## config.mk

```make
export PLATFORM = sky130hd
export DESIGN_NAME = sorted_or_fifo_request_queue
export DESIGN_NICKNAME = d
export VERILOG_FILES = /design/src/rtl/sfrq_pkg.sv /design/src/rtl/sfrq_cell.sv /design/src/rtl/sorted_or_fifo_request_queue.sv
export SDC_FILE = /design/constraint.sdc
export NUM_CORES = 2
export LEC_CHECK = 0
export BUFFER_PORTS_ARGS = -buffer_cell sky130_fd_sc_hd__buf_2
export CAP_MARGIN = 15
export CORE_MARGIN = 4
export CORE_UTILIZATION = 45
export DETAILED_ROUTE_END_ITERATION = 7
export PLACE_DENSITY = 0.69
export REMOVE_ABC_BUFFERS = 1
export SLEW_MARGIN = 20
export SYNTH_ARGS = -nofsm -noshare
export SYNTH_HDL_FRONTEND = slang
export SYNTH_SLANG_ARGS = --single-unit
```

## constraint.sdc

```tcl
create_clock -name clk -period 7.96 [get_ports clk]
set_input_delay 0.398 -clock clk [delete_from_list [all_inputs] [get_ports clk]]
set_output_delay 0.398 -clock clk [all_outputs]
set_load 0.005 [all_outputs]
```

## src/rtl/sfrq_pkg.sv

```systemverilog
// Shared types and constants of the sorted or arrival-order request queue.
// Used by the cell, the top level and the checker; depends on nothing.
package sfrq_pkg;

	localparam int DEPTH  = 16;
	localparam int KEY_W  = 32;
	localparam int TAG_W  = 16;
	localparam int CNT_W  = $clog2(DEPTH + 1);
	localparam int FILL_W = 5;

	typedef enum logic [1:0] {
		ST_DONE  = 2'd0,
		ST_FULL  = 2'd1,
		ST_EMPTY = 2'd2
	} status_t;

	typedef enum logic {
		KIND_INSERT = 1'b0,
		KIND_REMOVE = 1'b1
	} kind_t;

	// Command broadcast to every cell in the cycle a word is accepted.
	typedef struct packed {
		logic             ins;
		logic             rem;
		logic             sorted;
		logic [KEY_W-1:0] key;
		logic [TAG_W-1:0] tag;
	} cell_cmd_t;

endpackage

```

## src/rtl/sfrq_cell.sv

```systemverilog
// One slot of the queue: holds a key and a tag and trades them with its neighbours.
// Depends on sfrq_pkg for the command struct and field widths.
module sfrq_cell (
	input  logic                    clk,
	input  sfrq_pkg::cell_cmd_t     cmd,
	input  logic                    occupied,
	input  logic                    prev_hit,
	input  logic [sfrq_pkg::KEY_W-1:0] left_key,
	input  logic [sfrq_pkg::TAG_W-1:0] left_tag,
	input  logic [sfrq_pkg::KEY_W-1:0] right_key,
	input  logic [sfrq_pkg::TAG_W-1:0] right_tag,
	output logic                    hit_out,
	output logic [sfrq_pkg::KEY_W-1:0] key_q,
	output logic [sfrq_pkg::TAG_W-1:0] tag_q,
	output logic [sfrq_pkg::KEY_W-1:0] key_nxt,
	output logic [sfrq_pkg::TAG_W-1:0] tag_nxt
);
	import sfrq_pkg::*;

	logic hit;

	// A new entry goes before the first slot that is free or, in sorted mode, holds a strictly greater key.
	assign hit     = !occupied || (cmd.sorted && (key_q > cmd.key));
	assign hit_out = prev_hit || hit;

	always_comb begin
		key_nxt = key_q;
		tag_nxt = tag_q;
		if (cmd.rem) begin
			key_nxt = right_key;
			tag_nxt = right_tag;
		end else if (cmd.ins && prev_hit) begin
			key_nxt = left_key;
			tag_nxt = left_tag;
		end else if (cmd.ins && hit) begin
			key_nxt = cmd.key;
			tag_nxt = cmd.tag;
		end
	end

	always_ff @(posedge clk) begin
		key_q <= key_nxt;
		tag_q <= tag_nxt;
	end

endmodule

```

## src/rtl/sorted_or_fifo_request_queue.sv

```systemverilog
// Top level of the request queue: a chain of slot cells, fill count and result register.
// Depends on sfrq_pkg and sfrq_cell.
//
// Each input word either inserts a request (key and tag) or removes the head.
// With the mode bit clear an insert appends; with it set an insert goes
// before the first held key that is strictly greater, so equal keys keep
// their arrival order. Every slot compares its key with the new one at once and
// shifts left or right in the same cycle, so one word is taken per cycle when
// in_ready is high. Each word yields one result word, registered and presented
// on the cycle after acceptance, that gives the removed entry, a status, the
// fill count and the head after the operation. An insert into a full queue is
// dropped with status full; a remove on an empty queue returns status empty.
// While a result waits for out_ready the next word is still taken if the
// result is taken in the same cycle; otherwise in_ready is low. Reset empties
// the queue, drops any pending result word and selects arrival order. The user
// must write the configuration register via cfg_we only while idle (not enforced).
module sorted_or_fifo_request_queue (
	input  logic                        clk,
	input  logic                        arst_n,
	input  logic                        cfg_we,
	input  logic                        cfg_wdata,
	input  logic                        in_valid,
	output logic                        in_ready,
	input  logic                        kind,
	input  logic [sfrq_pkg::KEY_W-1:0]  req_key,
	input  logic [sfrq_pkg::TAG_W-1:0]  req_tag,
	output logic                        out_valid,
	input  logic                        out_ready,
	output logic                        removed_valid,
	output logic [sfrq_pkg::KEY_W-1:0]  removed_key,
	output logic [sfrq_pkg::TAG_W-1:0]  removed_tag,
	output logic [1:0]                  status,
	output logic [sfrq_pkg::FILL_W-1:0] fill_count,
	output logic                        head_valid,
	output logic [sfrq_pkg::KEY_W-1:0]  head_key,
	output logic [sfrq_pkg::TAG_W-1:0]  head_tag
);
	import sfrq_pkg::*;

	logic             mode_q;
	logic [CNT_W-1:0] held_q;
	logic [CNT_W-1:0] held_nxt;
	logic             accept;
	logic             is_full;
	logic             is_empty;
	cell_cmd_t        cmd;
	status_t          st_nxt;

	logic [KEY_W-1:0] cell_key   [DEPTH];
	logic [TAG_W-1:0] cell_tag   [DEPTH];
	logic [KEY_W-1:0] cell_key_n [DEPTH];
	logic [TAG_W-1:0] cell_tag_n [DEPTH];
	logic [DEPTH:0]   hit_chain;

	logic             out_valid_q;
	logic             rvalid_q;
	logic [KEY_W-1:0] rkey_q;
	logic [TAG_W-1:0] rtag_q;
	status_t          st_q;
	logic [CNT_W-1:0] fill_q;
	logic             hvalid_q;
	logic [KEY_W-1:0] hkey_q;
	logic [TAG_W-1:0] htag_q;

	assign in_ready = !out_valid_q || out_ready;
	assign accept   = in_valid && in_ready;
	assign is_full  = (held_q == CNT_W'(DEPTH));
	assign is_empty = (held_q == '0);

	assign cmd.ins    = accept && (kind == KIND_INSERT) && !is_full;
	assign cmd.rem    = accept && (kind == KIND_REMOVE) && !is_empty;
	assign cmd.sorted = mode_q;
	assign cmd.key    = req_key;
	assign cmd.tag    = req_tag;

	assign hit_chain[0] = 1'b0;

	for (genvar i = 0; i < DEPTH; i++) begin : g_cell
		logic [KEY_W-1:0] lk;
		logic [TAG_W-1:0] lt;
		logic [KEY_W-1:0] rk;
		logic [TAG_W-1:0] rt;

		if (i == 0) begin : g_first
			assign lk = req_key;
			assign lt = req_tag;
		end else begin : g_mid
			assign lk = cell_key[i-1];
			assign lt = cell_tag[i-1];
		end
		if (i == DEPTH - 1) begin : g_last
			assign rk = cell_key[i];
			assign rt = cell_tag[i];
		end else begin : g_inner
			assign rk = cell_key[i+1];
			assign rt = cell_tag[i+1];
		end

		sfrq_cell u_cell (
			.clk       (clk),
			.cmd       (cmd),
			.occupied  (CNT_W'(i) < held_q),
			.prev_hit  (hit_chain[i]),
			.left_key  (lk),
			.left_tag  (lt),
			.right_key (rk),
			.right_tag (rt),
			.hit_out   (hit_chain[i+1]),
			.key_q     (cell_key[i]),
			.tag_q     (cell_tag[i]),
			.key_nxt   (cell_key_n[i]),
			.tag_nxt   (cell_tag_n[i])
		);
	end

	always_comb begin
		held_nxt = held_q;
		st_nxt   = ST_DONE;
		if (cmd.ins) begin
			held_nxt = held_q + CNT_W'(1);
		end else if (cmd.rem) begin
			held_nxt = held_q - CNT_W'(1);
		end
		if (kind == KIND_INSERT && is_full) begin
			st_nxt = ST_FULL;
		end else if (kind == KIND_REMOVE && is_empty) begin
			st_nxt = ST_EMPTY;
		end
	end

	always_ff @(posedge clk or negedge arst_n) begin
		if (!arst_n) begin
			mode_q      <= 1'b0;
			held_q      <= '0;
			out_valid_q <= 1'b0;
		end else begin
			if (cfg_we) begin
				mode_q <= cfg_wdata;
			end
			held_q <= held_nxt;
			if (accept) begin
				out_valid_q <= 1'b1;
			end else if (out_ready) begin
				out_valid_q <= 1'b0;
			end
		end
	end

	always_ff @(posedge clk) begin
		if (accept) begin
			rvalid_q <= cmd.rem;
			rkey_q   <= cmd.rem ? cell_key[0] : '0;
			rtag_q   <= cmd.rem ? cell_tag[0] : '0;
			st_q     <= st_nxt;
			fill_q   <= held_nxt;
			hvalid_q <= (held_nxt != '0);
			hkey_q   <= (held_nxt != '0) ? cell_key_n[0] : '0;
			htag_q   <= (held_nxt != '0) ? cell_tag_n[0] : '0;
		end
	end

	assign out_valid     = out_valid_q;
	assign removed_valid = rvalid_q;
	assign removed_key   = rkey_q;
	assign removed_tag   = rtag_q;
	assign status        = st_q;
	assign fill_count    = FILL_W'(fill_q);
	assign head_valid    = hvalid_q;
	assign head_key      = hkey_q;
	assign head_tag      = htag_q;

endmodule

```

### After elaboration in Yosys (flattened, before gate mapping)

Index checks and enable logic that the tools add are counted.

* output and inout bits: 107
* bits in registers: 880
* logic and storage cells: 299
* bits of input ports: 55

* eq/ne operators: 1
* add/sub/neg operators: 2
* multiplexer cells: 97
* $lt $le $gt $ge: 32
* bitwise operators: 2
* reductions and logical operators: 122

Operators with widths (number)
* 32-bit 2-to-1 mux: 46
* 16-bit 2-to-1 mux: 46
* 32-bit > comparator: 16
* 1-bit logical AND: 53
* 3-bit nonzero test: 14
* 4-bit by 5-bit < comparator with 1-bit output (first input constant): 8
* 1-bit logical OR: 31
* 3-bit by 5-bit < comparator with 1-bit output (first input constant): 4
* 1-bit logical NOT: 19
* 1-bit by 5-bit < comparator with 1-bit output (first input constant): 2
* 2-bit by 5-bit < comparator with 1-bit output (first input constant): 2
* 5-bit 2-to-1 mux: 2
* 5-bit by 1-bit adder with 5-bit output (second input constant): 1
* 5-bit == test (second input constant): 1
* 5-bit logical NOT: 1
* 5-bit nonzero test: 1
* 5-bit by 1-bit subtractor with 5-bit output (second input constant): 1
* 2-bit nonzero test: 2
* 1-bit 2-to-1 mux: 2
* 2-bit 2-to-1 mux: 1
* 1-bit inverter: 2
* 2-bit AND reduction: 1

### Longest topological paths before layout

* depth after elaboration: 20
* depth in mapped cells: 16
* depth with buffers taken out: 11

### By module

Synthesis repeated with hierarchy kept, for this count alone.

* cells, all modules: 8157
* area total of the unflattened synthesis: 61267.5 um2

By module, submodules not included
* sfrq_cell: area an instance 3538.4 um2, times used 16, cells each 490, seq. area each 960.9 um2
* sorted_or_fifo_request_queue: area an instance 4653.2 um2, times used 1, cells each 317, seq. area each 3328.2 um2

### Least setup slack after synthesis

Ideal clock, no wire load.

* path type: input to register
* from: input req_key[15] (netlist bit)
* to: register g_cell[1].u_cell.key_q[0] (netlist bit), enable pin
* path buffers: 2
* data arrival time: 5.861 ns
* cell stages on the path: 11
* slack: 1.579 ns
* setup time: 0.520 ns
* required time: 7.440 ns
* cell sequence: clkbuf_1 > inv_1 > ha_1 > nand4_1 > nor4_1 > a21bo_2 > nand4_1 > a21oi_1 > and2_1 > clkbuf_1 > o21ai_0

* word-level cells in the longest chain between the ends: 5
* elaborated cells on any way between the ends: 9
* those cells by class: 2 x order compare; 7 x reduce/logical

RTL lines
* start: declaration: RTL line sorted_or_fifo_request_queue.sv:25 `input logic [sfrq_pkg::KEY_W-1:0] req_key,`
* 32-bit > comparator: RTL line sfrq_cell.sv:23 `assign hit = !occupied || (cmd.sorted && (key_q > cmd.key));`
* 1-bit logical AND: RTL line sfrq_cell.sv:23
* 1-bit logical OR: RTL line sfrq_cell.sv:23
* 1-bit logical AND, on equally long branches: RTL line sfrq_cell.sv:32, sfrq_cell.sv:35
* 3-bit nonzero test (no source line) (*)
* end signal: assignment: RTL line sfrq_cell.sv:42 `key_q <= key_nxt;`
* end: declaration: RTL line sfrq_cell.sv:13 `output logic [sfrq_pkg::KEY_W-1:0] key_q,`

Every way passes the cells marked *; elsewhere a longest branch is shown, timed or not.
A chain may end at the register's enable or synchronous reset.

### Final worst setup path

* from: input req_key[25] (netlist bit)
* to: register g_cell[10].u_cell.key_q[19] (netlist bit), enable pin

* word-level cells in the longest chain between the ends: 14
* elaborated cells on any way between the ends: 45
* those cells by class: 11 x order compare; 34 x reduce/logical

RTL lines
* 32-bit > comparator: RTL line sfrq_cell.sv:23
* 1-bit logical AND: RTL line sfrq_cell.sv:23
* 1-bit logical OR: RTL line sfrq_cell.sv:23
* 1-bit logical OR (9 in series): RTL line sfrq_cell.sv:24 `assign hit_out = prev_hit || hit;`
* 1-bit logical AND: RTL line sfrq_cell.sv:32 `end else if (cmd.ins && prev_hit) begin`
* 3-bit nonzero test (no source line) (*)
* end signal: assignment: RTL line sfrq_cell.sv:42
* end: declaration: RTL line sfrq_cell.sv:13

Marks and branches as above.

==> results.md <==
* Status: complete, no violations
* Initial Utilization at 45.39%
* Die footprint at 130700 um^2
* Lkg Pwr at 23.64 nW
* Max Slew Vio Count at 0
* H-tree Lvls at 3
* Peak Freq at 0.1696 GHz
* CP Max Fanout at 52
* Final Net Count at 5916
* Ys async rst share at 0.7955%
* First-pass GRT wire length at 297.7 mm
* CP Cell Sequence: buf_2 -> inv_1 -> ha_1 -> nand4_1 -> nor4_1 -> nand3_1 -> a32oi_1 -> and4_1 -> nand3_4 -> buf_4 -> o21ai_0 -> nand2_2 -> buf_12
* DR pass1 iterations at 6
* Top cell type's share of synthesized area at 44.03%
* Ys flop type: edfxtp_1
* CP endpoint kind: register
* Die W at 361.6 um
* Port buffer count at 161
* CTS tree: built
* Power Dens Cells at 274.9 nW/um^2
* GR Util met1 at 39.78%
* Gr busiest metal: met2
* Max_cap viols at 0
* Worst slew margin at 17.26%
* CP max stage cell: nor4_1
* DRC viols at 0
* Syn Inst Count at 5448
* Final Cell Area at 61840 um^2
* Total power at 17.00 mW
* CP peak stage delay at 1.01 ns
* Setup total negative slack at 0 ns
* Die Span Y at 361.6 um
* Via/cell ratio at 6.721
* Congestion Overflow GR at 0
* Final setup vio count at 0
* Number of global-route vias before repair at 45.35k
* CTS max path bufs at 3
* Clock slew at reported path FFs at 0.06 ns
* Maximum vdd drop at 0.2373 mV
* Critical path type: input pin to register
* Seq/Total Area, Yosys at 46.05%
* Post-synth EDFFs at 825
* Flop and latch count out of synthesis at 880
* Area grow syn2layout at 9.914%
* Synth warn at 0
* Cell taking the most area after synthesis: edfxtp_1
* Clk root buf: clkbuf_16
* Core footprint at 124000 um^2
* Avg Synthesized Cell Area at 10.33 um^2
* Average wire per standard cell at 28.52 um
* Synth area leaders: edfxtp_1, ha_1, mux2i_1, o21ai_0, nand2_1
* Via count at 47.52k
* Final period util at 74.06%
* Met3 Resource Use GR at 6.806%
* Tmin final at 5.895 ns
* Startpoint Class: input pin
* Max Clock Skew at 0.04703 ns
* Final RePlAce weighted congestion at 0.9656
* RSZ-0062 raised after global routing: no
* Placed Area at 58330 um^2
* Hold Path Class: input pin to register
* IO Count at 162
* ANT nets after route at 0
* CTS buffer count at 102
* Final Hold Viols at 0
* Pin slew with the least headroom to its limit at 1.241 ns
* Worst Path Required at 8.41 ns
* Worst endpoint data arrival time at 6.35 ns
* CTS resizes at 0
* Largest net degree at the start of global routing at 127
* Gr usage total at 29.85%
* GRT met2 Usage at 45.18%
* Clk_lat worst skew at 0.76 ns
* Final wirelength at 201.7 mm
* Initial antenna violation count at 8
* Proportion of layout cells with a drive suffix above 1 at 10.42%
* Iteration-0 DRC Markers at 7007
* Unique masters post-synth at 79
* Row count at 129
* CTS sink count at 880
* Post-Synthesis Cell Area at 56260 um^2
* HPWL after detailed placement at 131.8 mm
## stage by stage
step | util [%] | worst slack (ns) | hold WS, ns | instances
6_report | 49.89 | 2.065 | 0.1513 | 7071
5_1_grt | 49.88 | 1.875 | 0.1571 | 7070
4_1_cts | 49.88 | 2.213 | 0.1120 | 7069
3_5_place_dp | 47.06 | 1.498 | 0.2481 | 6872
3_3_place_gp | 47.03 | 1.366 | 0.2486 | 6870
2_1_floorplan | - | -23.76 | 0.1024 | 4973
## Yosys cell counts (10+ instances only)
library cell,number
nand2_1,541
clkbuf_1,394
and4_1,10
buf_1,28
mux2i_1,400
o211ai_1,159
nand3_1,349
nand4_1,89
nor4_1,19
ha_1,515
o21ai_1,20
a221o_1,48
edfxtp_1,825
o221ai_1,51
o21ai_0,458
and3_1,16
a21o_1,45
a221oi_1,58
buf_2,40
mux2_2,39
dfxtp_1,48
a31oi_1,43
o221a_2,47
nor3_1,88
and2_1,115
or4_1,11
a21oi_1,245
inv_1,69
buf_4,12
nor2b_1,20
a211oi_1,79
nor2_1,274
a22oi_1,150
## metal layers
layer / vias to the layer above / part of all wire, %
met2: 3028 / 44
li1: 20790 / -
met1: 23020 / 39
met5: - / 0.010
met3: 682 / 11
met4: 4 / 6.3
## power by group
group	switching (mW)	internal (mW)
Sequential	0.771	6.19
Clock	2.06	2.87
Combinational	3.54	1.57
Total	6.37	10.6
## registers in the layout (all words and copies together) (netlist names)
signal / flops
head_valid: 1
out_valid: 1
g_cell.u_cell.key_q: 512
head_key: 32
head_tag: 16
removed_key: 32
mode_q: 1
held_q: 5
status: 2
g_cell.u_cell.tag_q: 256
removed_tag: 16
removed_valid: 1
fill_count: 5
## path summary, 6_finish.rpt
check | end | startpoint | depth (start not counted) | slack (ns)
min in group asynchronous | out_valid | arst_n | 3 | 0.60
hold reg to reg | g_cell[0].u_cell.tag_q[2] | g_cell[1].u_cell.tag_q[2] | 2 | 0.54
hold / removal | g_cell[0].u_cell.key_q[0] | req_key[0] | 3 | 0.15
setup reg to reg | g_cell[10].u_cell.key_q[19] | g_cell[1].u_cell.key_q[15] | 12 | 2.15
setup / recovery | g_cell[10].u_cell.key_q[19] | req_key[25] | 13 | 2.06
max in group asynchronous | held_q[2] | arst_n | 3 | 7.10
## worst max-delay path, delay by kind of cell
kind                       cells  cell delay [ns]
buffers and inverters          4             1.74
adders and majority gates      1             0.49
and+or+nand+nor                6             2.81
AOI/OAI and AO/OA              2             0.81
## cell families (layout without fill, tap and decap cells)
logic type	Yosys count	count (layout)	synth area share, %
buffers and inverters	545	529	3.819
adders and majority gates	515	515	11.45
other	0	2	0
DFF	880	880	46.05
and+or+nand+nor	1564	1564	12.91
xor gates and xnor gates	3	3	0.04671
AOI/OAI and AO/OA	1493	1493	17.64
muxes	448	448	8.077
## repair_timing
action | 4_1_cts | 5_1_grt
hold buffers | 7 | 0
endpoints found under the hold margin | 10 | 0
buffers inserted | 0 | 0
## cell usage in the layout (no fill, tap or decap), drive strengths merged, types with 10 or more instances in the layout
cell type  instances
a211oi            80
a21o              45
a21oi            245
a221o             48
a221oi            58
a22oi            150
a31oi             43
and2             120
and3              16
and4              10
buf              262
clkbuf           152
clkinv            24
dfxtp             48
edfxtp           825
ha               515
inv               75
mux2              48
mux2i            400
nand2            541
nand3            350
nand4             89
nor2             274
nor2b             20
nor3              89
nor4              20
o211ai           159
o21ai            478
o221a             48
o221ai            51
or4               11
## cell type report
class | count | area (um^2)
fill | 11160 | 62120
multi-input combinational | 4023 | 28460
sequential | 880 | 25910
clock buffer | 152 | 3014
tap | 1637 | 2048
timing repair buffer | 269 | 1714
clock inverter | 38 | 410.4
inverter | 70 | 275.3
antenna | 2 | 5.005
No activity file was read; power rests on OpenSTA's default activity.
